## src/rtl/core/lru_pkg.sv

```systemverilog
package lru_pkg;

    localparam int COUNT_W = 16;
    localparam int CFG_W   = 5;
    localparam int LIM_W   = 8;

    localparam logic [CFG_W-1:0]   FRAME_COUNT_RESET = 5'd4;
    localparam logic [COUNT_W-1:0] COUNT_MAX         = 16'hFFFF;

    typedef enum logic [0:0] {
        REG_FRAME_COUNT = 1'b0
    } t_reg_idx;

    typedef struct packed {
        logic start;
        logic hit;
        logic evict;
        logic fill;
    } t_cell_ctl;

endpackage

```

## src/rtl/core/lru_page_replacement.sv

```systemverilog
// Fully associative LRU page-frame tracker built as a row of MAX_FRAMES recency cells,
// slot 0 least recent. Pulse start with a page (and start_req to begin a new sequence,
// which empties the frames and clears the counters); busy stays low, so a new reference
// can be issued every clock. Every reference gives exactly one result beat, marked by
// o_done in the cycle after the start cycle, holding hit, any evicted page and the
// saturating hit and miss counts; the result is valid for that single cycle only and
// cannot be stalled, so capture it when o_done is high. The rate of one reference per
// cycle is set by the compare-and-shift cell row, where every cell updates in the same
// cycle. frame_count (register 0) takes effect on the next reference, zero acting as one
// and values above MAX_FRAMES as MAX_FRAMES; write it only between references.
module lru_page_replacement #(
    parameter int MAX_FRAMES = 16,
    parameter int PAGE_BITS  = 16
) (
    input  logic                        i_clk,
    input  logic                        i_rst_n,
    input  logic                        start,
    output logic                        busy,
    input  logic [PAGE_BITS-1:0]        i_page,
    input  logic                        i_start_req,
    output logic                        o_done,
    output logic                        o_hit,
    output logic                        o_evicted_valid,
    output logic [PAGE_BITS-1:0]        o_evicted_page,
    output logic [lru_pkg::COUNT_W-1:0] o_hit_count,
    output logic [lru_pkg::COUNT_W-1:0] o_miss_count,
    input  logic                        psel,
    input  logic                        penable,
    input  logic                        pwrite,
    input  logic [2:0]                  paddr,
    input  logic [31:0]                 pwdata,
    output logic [31:0]                 prdata,
    output logic                        pready
);

    localparam int FU_W = $clog2(MAX_FRAMES + 1);

    logic [lru_pkg::CFG_W-1:0]   r_frame_count;
    logic [FU_W-1:0]             r_used;
    logic [FU_W-1:0]             n_used;
    logic [lru_pkg::COUNT_W-1:0] r_hits;
    logic [lru_pkg::COUNT_W-1:0] r_misses;
    logic [lru_pkg::COUNT_W-1:0] n_hits;
    logic [lru_pkg::COUNT_W-1:0] n_misses;
    logic                        r_done;
    logic                        r_hit;
    logic                        r_ev_valid;
    logic [PAGE_BITS-1:0]        r_ev_page;

    logic [MAX_FRAMES-1:0]       w_valid;
    logic [PAGE_BITS-1:0]        w_page [MAX_FRAMES];
    logic [MAX_FRAMES:0]         w_seen;
    logic [FU_W-1:0]             w_used;
    logic [lru_pkg::LIM_W-1:0]   w_lim;
    logic                        w_full;
    logic                        w_accept;
    logic                        w_hit;
    lru_pkg::t_cell_ctl          w_ctl;
    logic                        w_cfg_wr;

    assign busy     = 1'b0;
    assign pready   = 1'b1;
    assign w_accept = start & ~busy;
    assign w_cfg_wr = psel & penable & pwrite & pready;

    always_ff @(posedge i_clk) begin
        if (!i_rst_n) begin
            r_frame_count <= lru_pkg::FRAME_COUNT_RESET;
        end else if (w_cfg_wr && (paddr[2] == lru_pkg::REG_FRAME_COUNT)) begin
            r_frame_count <= pwdata[lru_pkg::CFG_W-1:0];
        end
    end

    always_comb begin
        prdata = '0;
        if (paddr[2] == lru_pkg::REG_FRAME_COUNT) begin
            prdata = 32'(r_frame_count);
        end
    end

    // effective frame limit
    always_comb begin
        w_lim = lru_pkg::LIM_W'(r_frame_count);
        if (w_lim == '0) begin
            w_lim = lru_pkg::LIM_W'(1);
        end
        if (w_lim > lru_pkg::LIM_W'(MAX_FRAMES)) begin
            w_lim = lru_pkg::LIM_W'(MAX_FRAMES);
        end
    end

    assign w_used = i_start_req ? '0 : r_used;
    assign w_full = lru_pkg::LIM_W'(w_used) >= w_lim;
    assign w_hit  = w_seen[MAX_FRAMES];

    assign w_ctl.start = w_accept & i_start_req;
    assign w_ctl.hit   = w_accept & w_hit;
    assign w_ctl.evict = w_accept & ~w_hit & w_full;
    assign w_ctl.fill  = w_accept & ~w_hit & ~w_full;

    assign w_seen[0] = 1'b0;

    for (genvar g = 0; g < MAX_FRAMES; g++) begin : g_cell
        logic                 w_up_valid;
        logic [PAGE_BITS-1:0] w_up_page;
        logic                 w_dn_valid;

        if (g == MAX_FRAMES - 1) begin : g_top
            assign w_up_valid = 1'b0;
            assign w_up_page  = '0;
        end else begin : g_mid
            assign w_up_valid = w_valid[g+1];
            assign w_up_page  = w_page[g+1];
        end

        if (g == 0) begin : g_bot
            assign w_dn_valid = 1'b1;
        end else begin : g_above
            assign w_dn_valid = w_valid[g-1];
        end

        lru_cell #(
            .PAGE_BITS (PAGE_BITS)
        ) u_cell (
            .i_clk      (i_clk),
            .i_rst_n    (i_rst_n),
            .i_ctl      (w_ctl),
            .i_page     (i_page),
            .i_up_valid (w_up_valid),
            .i_up_page  (w_up_page),
            .i_dn_valid (w_dn_valid),
            .i_seen     (w_seen[g]),
            .o_seen     (w_seen[g+1]),
            .o_valid    (w_valid[g]),
            .o_page     (w_page[g])
        );
    end

    always_comb begin
        n_used   = w_used;
        n_hits   = i_start_req ? '0 : r_hits;
        n_misses = i_start_req ? '0 : r_misses;
        if (w_hit) begin
            if (n_hits != lru_pkg::COUNT_MAX) begin
                n_hits = n_hits + 1'b1;
            end
        end else begin
            if (n_misses != lru_pkg::COUNT_MAX) begin
                n_misses = n_misses + 1'b1;
            end
            if (!w_full) begin
                n_used = w_used + 1'b1;
            end
        end
    end

    always_ff @(posedge i_clk) begin
        if (!i_rst_n) begin
            r_used   <= '0;
            r_hits   <= '0;
            r_misses <= '0;
            r_done   <= 1'b0;
        end else begin
            r_done <= w_accept;
            if (w_accept) begin
                r_used   <= n_used;
                r_hits   <= n_hits;
                r_misses <= n_misses;
            end
        end
    end

    // result beat
    always_ff @(posedge i_clk) begin
        if (w_accept) begin
            r_hit      <= w_hit;
            r_ev_valid <= ~w_hit & w_full;
            r_ev_page  <= (~w_hit & w_full) ? w_page[0] : '0;
        end
    end

    assign o_done          = r_done;
    assign o_hit           = r_hit;
    assign o_evicted_valid = r_ev_valid;
    assign o_evicted_page  = r_ev_page;
    assign o_hit_count     = r_hits;
    assign o_miss_count    = r_misses;

endmodule

```

## src/rtl/core/lru_cell.sv

```systemverilog
module lru_cell #(
    parameter int PAGE_BITS = 16
) (
    input  logic                   i_clk,
    input  logic                   i_rst_n,
    input  lru_pkg::t_cell_ctl     i_ctl,
    input  logic [PAGE_BITS-1:0]   i_page,
    input  logic                   i_up_valid,
    input  logic [PAGE_BITS-1:0]   i_up_page,
    input  logic                   i_dn_valid,
    input  logic                   i_seen,
    output logic                   o_seen,
    output logic                   o_valid,
    output logic [PAGE_BITS-1:0]   o_page
);

    logic                 r_valid;
    logic [PAGE_BITS-1:0] r_page;
    logic                 n_valid;
    logic [PAGE_BITS-1:0] n_page;
    logic                 w_match;
    logic                 w_shift;

    assign o_valid = r_valid & ~i_ctl.start;
    assign o_page  = r_page;
    assign w_match = o_valid && (r_page == i_page);
    assign o_seen  = i_seen | w_match;
    assign w_shift = (i_ctl.hit && o_seen) || i_ctl.evict;

    always_comb begin
        n_valid = o_valid;
        n_page  = r_page;
        if (w_shift && o_valid) begin
            n_page = i_up_valid ? i_up_page : i_page;
        end else if (i_ctl.fill && !o_valid && i_dn_valid) begin
            n_page  = i_page;
            n_valid = 1'b1;
        end
    end

    always_ff @(posedge i_clk) begin
        if (!i_rst_n) begin
            r_valid <= 1'b0;
        end else begin
            r_valid <= n_valid;
        end
    end

    always_ff @(posedge i_clk) begin
        r_page <= n_page;
    end

endmodule
```

## config.mk

```make
export PLATFORM = sky130hd
export DESIGN_NAME = lru_page_replacement
export DESIGN_NICKNAME = d
export VERILOG_FILES = /design/src/rtl/core/lru_pkg.sv /design/src/rtl/core/lru_page_replacement.sv /design/src/rtl/core/lru_cell.sv
export SDC_FILE = /design/constraint.sdc
export NUM_CORES = 1
export LEC_CHECK = 0
export BUFFER_PORTS_ARGS = -buffer_cell sky130_fd_sc_hd__buf_2
export CORE_ASPECT_RATIO = 0.7
export CORE_MARGIN = 2
export CORE_UTILIZATION = 40
export CTS_BUF_LIST = sky130_fd_sc_hd__clkbuf_16
export DETAILED_ROUTE_END_ITERATION = 6
export GPL_TIMING_DRIVEN = 1
export PLACE_DENSITY = 0.64
export SETUP_SLACK_MARGIN = 0.3
export SLEW_MARGIN = 20
export SYNTH_ARGS = -nofsm -noshare
export SYNTH_HDL_FRONTEND = slang
export SYNTH_SLANG_ARGS = --single-unit
```

## constraint.sdc

```tcl
create_clock -name i_clk -period 4.2 [get_ports i_clk]
set_input_delay 0.21 -clock i_clk [delete_from_list [all_inputs] [get_ports i_clk]]
set_output_delay 0.21 -clock i_clk [all_outputs]
set_load 0.02 [all_outputs]
```

# [After elaboration in Yosys (flattened, before gate mapping)]
# Index checks and enable logic that the tools add are counted.
[word_totals] register_bits=333 inputBits=58 out_inout_bits=85 wordCells=326
[classes] add_sub_neg=3 order_cmp=2 n_eq_ne=18 muxes=91 bitwise=43 reduce_logical=129
[op_table] op="$mux W16" n=53
[op_table] op="$eq A16 B16 Y1" n=16
[op_table] op="$logic_and A1 B1 Y1" n=80
[op_table] op="$add A16 B1 Y16 const B" n=2
[op_table] op="$mux W1" n=32
[op_table] op="$ne A16 B16 Y1 const B" n=2
[op_table] op="$reduce_bool A2 Y1" n=16
[op_table] op="$mux W5" n=5
[op_table] op="$and A1 B1 Y1" n=24
[op_table] op="$logic_not A1 Y1" n=16
[op_table] op="$logic_or A1 B1 Y1" n=16
[op_table] op="$or A1 B1 Y1" n=15
[op_table] op="$ge A5 B8 Y1" n=1
[op_table] op="$gt A8 B5 Y1 const B" n=1
[op_table] op="$mux W8" n=1
[op_table] op="$add A5 B1 Y5 const B" n=1
[op_table] op="$logic_not A5 Y1" n=1
[op_table] op="$not A1 Y1" n=4

# [Depth between registers and ports, before layout]
[logic_depth] ltp_word=26 depth_mapped=16 ltp_nobuf=13

# [Modules after synthesis]
# Synthesis repeated with hierarchy kept, for this count alone.
[unflattened] hier_cells=1497 area_unflattened_um2=19578.8
[by_module_without_submodules] module="lru_cell" n_inst=16 cells_per_inst=70 area_each_um2=1011.0 seq_area_each_um2=500.5
[by_module_without_submodules] module="lru_page_replacement" n_inst=1 cells_per_inst=377 area_each_um2=3403.3 seq_area_each_um2=1401.3

# [Worst setup path after synthesis]
# OpenSTA, ideal clock, no wires.
[synth_timing] kind="in2reg" startpoint="in i_start_req" endpoint="reg g_cell[9].u_cell.r_page[0] (enable)" setup_ps=411 t_arrival_ps=3920 required_ps=3789 path_slack_ps=-131 path_stages=13 n_path_buf=4 cell_sequence="buf_2 clkbuf_1 clkbuf_1 nor2b_1 ha_1 a21o_1 a21o_1 a21oi_1 o21bai_1 nor4_1 clkbuf_1 nand2_1 o21ai_0"
[synth_between] elab_chain_cells=25 elab_cells_between_ends=64 classes_between="order compare: 1; mux: 1; bitwise: 39; reduce/logical: 23"
[synth_lines] item="start, declared" line="lru_page_replacement.sv:20" source="input logic i_start_req,"
[synth_lines] item="$and A1 B1 Y1" line="lru_page_replacement.sv:96" source="assign w_ctl.start = w_accept & i_start_req;"
[synth_lines] item="$not A1 Y1" line="lru_cell.sv:24" source="assign o_valid = r_valid & ~i_ctl.start;"
[synth_lines] item="$and A1 B1 Y1" line="lru_cell.sv:24"
[synth_lines] item="$logic_and A1 B1 Y1" line="lru_cell.sv:26" source="assign w_match = o_valid && (r_page == i_page);"
[synth_lines] item="$or A1 B1 Y1 (15 in a row)" line="lru_cell.sv:27" source="assign o_seen = i_seen | w_match;"
[synth_lines] item="$not A1 Y1" line="lru_page_replacement.sv:98, lru_page_replacement.sv:99"
[synth_lines] item="$and A1 B1 Y1" line="lru_page_replacement.sv:98, lru_page_replacement.sv:99"
[synth_lines] item="$and A1 B1 Y1, on equally long branches" line="lru_page_replacement.sv:99, lru_page_replacement.sv:98"
[synth_lines] item="$logic_and A1 B1 Y1 / $logic_or A1 B1 Y1 (equally long branches)" line="lru_cell.sv:35, lru_cell.sv:28"
[synth_lines] item="$logic_and A1 B1 Y1, on equally long branches" line="lru_cell.sv:35, lru_cell.sv:33"
[synth_lines] item="$reduce_bool A2 Y1 (no line) *"
[synth_lines] item="end signal, assigned" line="lru_cell.sv:50" source="r_page <= n_page;"
[synth_lines] item="end, declared" line="lru_cell.sv:18" source="logic [PAGE_BITS-1:0] r_page;"
# Mark *: on every way between the ends. The rest lies on a longest branch, timed or not.
# A chain may end at the register's enable or synchronous reset.

# [Worst setup path after layout]
[layout_timing] startpoint="reg g_cell[8].u_cell.r_page[15]" endpoint="reg g_cell[3].u_cell.r_page[7], data pin"
[layout_between] elab_chain_cells=16 elab_cells_between_ends=18 classes_between="eq/ne: 1; mux: 1; bitwise: 12; reduce/logical: 4"
[layout_lines] item="start, declared" line="lru_cell.sv:18"
[layout_lines] item="start signal, assigned" line="lru_cell.sv:50"
[layout_lines] item="$eq A16 B16 Y1 *" line="lru_cell.sv:26"
[layout_lines] item="$logic_and A1 B1 Y1 *" line="lru_cell.sv:26"
[layout_lines] item="$or A1 B1 Y1 * (8 in a row)" line="lru_cell.sv:27"
[layout_lines] item="$not A1 Y1" line="lru_page_replacement.sv:98" source="assign w_ctl.evict = w_accept & ~w_hit & w_full;"
[layout_lines] item="$and A1 B1 Y1 (2 in a row)" line="lru_page_replacement.sv:98"
[layout_lines] item="$logic_or A1 B1 Y1 *" line="lru_cell.sv:28" source="assign w_shift = (i_ctl.hit && o_seen) || i_ctl.evict;"
[layout_lines] item="$logic_and A1 B1 Y1 *" line="lru_cell.sv:33" source="if (w_shift && o_valid) begin"
[layout_lines] item="$mux W16 *" line="lru_cell.sv:33"
[layout_lines] item="net g_cell[3].u_cell.n_page[7]" line="lru_cell.sv:20" source="logic [PAGE_BITS-1:0] n_page;"
[layout_lines] item="end signal, assigned" line="lru_cell.sv:50"
[layout_lines] item="end, declared" line="lru_cell.sv:18"
# Mark *: on every way through the listed nets, which the timed path passes. The rest lies on a longest branch.

==> flow_metrics.tcl <==
set metrics [dict create \
    first_global_vias 13003 \
    worstReg2RegStart "g_cell[8].u_cell.o_page[15]$_DFFE_PP_" \
    final_antenna_net_count 0 \
    core_mm2 0.0480 \
    clock_path_buffers 3 \
    ir_drop_uv 226 \
    port_buffers 84 \
    rows 67 \
    finClkSkew_ns 0.0184 \
    synth_enable_flop_cells 274 \
    cts.repair.resized 0 \
    setup_viol 0 \
    drv_cap 0 \
    nets 1807 \
    die_height_um 189 \
    initial_utilization 0.407 \
    cts_tree "yes" \
    syn_area_mm2 0.0195 \
    synthFlopType "edfxtp_1" \
    vias 13510 \
    status "finished with violations" \
    worstPathArrival_ns 3.99 \
    design_area_mm2 0.0221 \
    n_antenna_cell 0 \
    crit_slowest_cell "or4_1" \
    violations "design-rule violations" \
    fp.dieW_um 268 \
    hpwl_mm 38.1 \
    fillers 4376 \
    antenna_found_initial 2 \
    syn_inst 1642 \
    postSynthAreaPerCell_um2 11.9 \
    startpoint "g_cell[8].u_cell.o_page[15]$_DFFE_PP_" \
    p_leak_nw 7.68 \
    io_pins 143 \
    clk_pin_slew_ns 0.07 \
    gp_congestion 0.953 \
    wl_per_cell_um 21.8 \
    post_cts_buffers 0 \
    syn_to_final_growth_pct 13.2 \
    grt_overflow 0 \
    grt_start_max_net_pins 51 \
    cp.required_ns 4.47 \
    clkSinkCount 333 \
    min_from "i_page[3]" \
    tightest_slew_ns 1.09 \
    root_buffer "clkbuf_16" \
    cts.hold.buffers_added 5 \
    post_dp_cell_area_mm2 0.0209 \
    drc 3 \
    cpMostUsedCell "or4_1" \
    grtUsageTotal 0.205 \
    rsz0062_at_grt "no" \
    finalSetupTns_ns 0 \
    ys_types 90 \
    end_kind "flip-flop" \
    critPathMaxStageDelay_ns 0.56 \
    viasPerCell 5.58 \
    drv_slew 0 \
    path_max_fanout 16 \
    finalCritPeriodShare 0.885 \
    finalHoldViolations 0 \
    ys_async_sr_fraction 0 \
    grt_pass1_wl_mm 79.5 \
    ys_seq_area_frac 0.482 \
    crit_type "flip-flop to flip-flop" \
    clock_latency_ns 0.53 \
    drive_gt1_frac 0.282 \
    fin_crit_ns 3.72 \
    first_pass_iters 7 \
    max_clock_freq_ghz 0.269 \
    pwr_density_cell_mw_per_mm2 339 \
    worstHoldPathType "input pin to flip-flop" \
    ys_ff_latch 333 \
    numCtsBuffers 36 \
    start_kind "flip-flop" \
    crit_chain "xor2_1 -> or4_1 -> nor4_1 -> o2bb2a_1 -> nand2_1 -> or4_1 -> buf_4 -> inv_4 -> o31a_1 -> buf_12 -> mux2_1" \
    drtIter0Drc 1287 \
    h-tree-depth 2 \
    die_area_mm2 0.0506 \
    drt-total-wl_mm 52.7 \
    yosysWarnings 0 \
    slew_headroom 0.261 \
]
==> worst paths after layout <==
path	end	slack [ns]	cells past startpoint
max	g_cell[3].u_cell.o_page[7]$_DFFE_PP_	0.48	11
min	g_cell[15].u_cell.o_page[3]$_DFFE_PP_	0.06	1
max reg2reg	g_cell[3].u_cell.o_page[7]$_DFFE_PP_	0.48	11
min reg2reg	o_hit_count[1]$_SDFFE_PN0P_	0.49	2
==> registers in the layout (all words and copies together) (netlist names) <==
name,count
o_evicted_page,16
o_done,1
g_cell.u_cell.o_page,256
o_hit_count,16
o_hit,1
r_frame_count,5
o_miss_count,16
r_used,5
o_evicted_valid,1
g_cell.u_cell.r_valid,16
==> cell usage in the layout, fill, tap and decap left out, types with 5 or more instances in the layout <==
cell	n
xnor2_1	120
dlygate4sd3_1	5
mux2_1	16
o211ai_1	6
o31ai_1	6
or3_1	5
a31o_2	5
nand2_1	87
clkinv_1	5
nor4_1	57
clkbuf_16	39
mux2_4	10
nor4b_1	10
nor2_1	58
nor3_1	17
o2111ai_1	7
mux2_2	215
buf_4	75
and4b_1	5
or2_2	5
buf_2	84
xor2_1	140
a21oi_1	41
nand3_1	72
nand4b_1	5
or4_1	9
o21ai_0	6
ha_1	8
nand4_1	51
nand2b_1	8
and3_1	14
edfxtp_1	274
mux2i_1	20
inv_1	20
buf_12	25
dfxtp_1	59
and2_1	28
conb_1	29
nor2b_1	14
==> synthesized netlist by cell type (5+ instances only) <==
master | number | area, um^2
nor3_1 | 17 | 85.1
o211ai_1 | 6 | 45.0
o21ai_0 | 10 | 50.1
buf_2 | 34 | 170
a21oi_1 | 41 | 205
nand3_1 | 72 | 360
xor2_1 | 140 | 1230
mux2i_1 | 21 | 210
a31o_2 | 5 | 43.8
and2_1 | 28 | 175
dfxtp_1 | 59 | 1180
or2_2 | 5 | 31.3
o2111ai_1 | 7 | 61.3
mux2_1 | 16 | 180
xnor2_1 | 120 | 1050
o31ai_1 | 6 | 45.0
and4b_1 | 5 | 50.1
nand2b_1 | 8 | 50.1
buf_4 | 42 | 315
edfxtp_1 | 274 | 8230
buf_6 | 14 | 158
ha_1 | 8 | 100
or3_1 | 5 | 31.3
nor2_1 | 58 | 218
nor2b_1 | 14 | 87.6
nor4_1 | 58 | 363
nand4b_1 | 5 | 43.8
nand4_1 | 51 | 319
nand2_1 | 88 | 330
nor4b_1 | 10 | 87.6
or4_1 | 9 | 67.6
clkbuf_1 | 48 | 180
inv_1 | 9 | 33.8
buf_12 | 7 | 140
and3_1 | 14 | 87.6
mux2_4 | 10 | 150
mux2_2 | 215 | 2420
==> cells by family after synthesis <==
logic type,share of synthesized area
xor+xnor,0.119
buf+inv,0.0559
compound gates,0.0515
flops,0.482
mux,0.152
fa+ha+maj,0.00513
other cells,0.000385
simple gates,0.135
==> final cells by class <==
class / instances / area [um^2] / share of cell area
tap: 655 / 820 / 0.0371
multi-input combinational: 1170 / 9170 / 0.414
clock inverter: 23 / 170 / 0.00769
clock buffer: 39 / 976 / 0.0441
sequential: 333 / 9410 / 0.425
timing repair buffer: 189 / 1530 / 0.0694
inverter: 11 / 43.8 / 0.00198
==> power by group <==
part           total (mW)  switching [mW]  internal (mW)
Combinational       0.695           0.423          0.272
Clock                3.17            1.33           1.85
Sequential           3.63          0.0221           3.61
==> per-layer routing <==
metal  up-vias  share of wire  track usage
li1       6206              -            -
met1      6712           0.47        0.304
met2       519           0.43        0.301
met3        73          0.084       0.0484
met4         0          0.017       0.0417
met5         -              0            0
==> worst max-delay path, delay by kind of cell, from the launching register on <==
family          cells  cell delay (ns)
mux                 1             0.33
xor+xnor            1             0.21
flops               1             0.43
simple gates        4             1.37
compound gates      2             0.63
buf+inv             3             0.48
==> per-stage QoR <==
stage                     utilization  hold slack, ns  power [mW]  setup WS [ns]  instances
final                           0.460          0.0607        7.50          0.482       2420
after CTS                       0.460          0.0354        7.54          0.535       2420
after global placement          0.436           0.434        4.37          0.253       2353
after detailed placement        0.436           0.445        4.38          0.175       2353
after global routing            0.460          0.0388        7.74          0.385       2420
after floorplan                     -           0.309        4.20          0.254       1669
No activity file was read; power rests on OpenSTA's default activity.
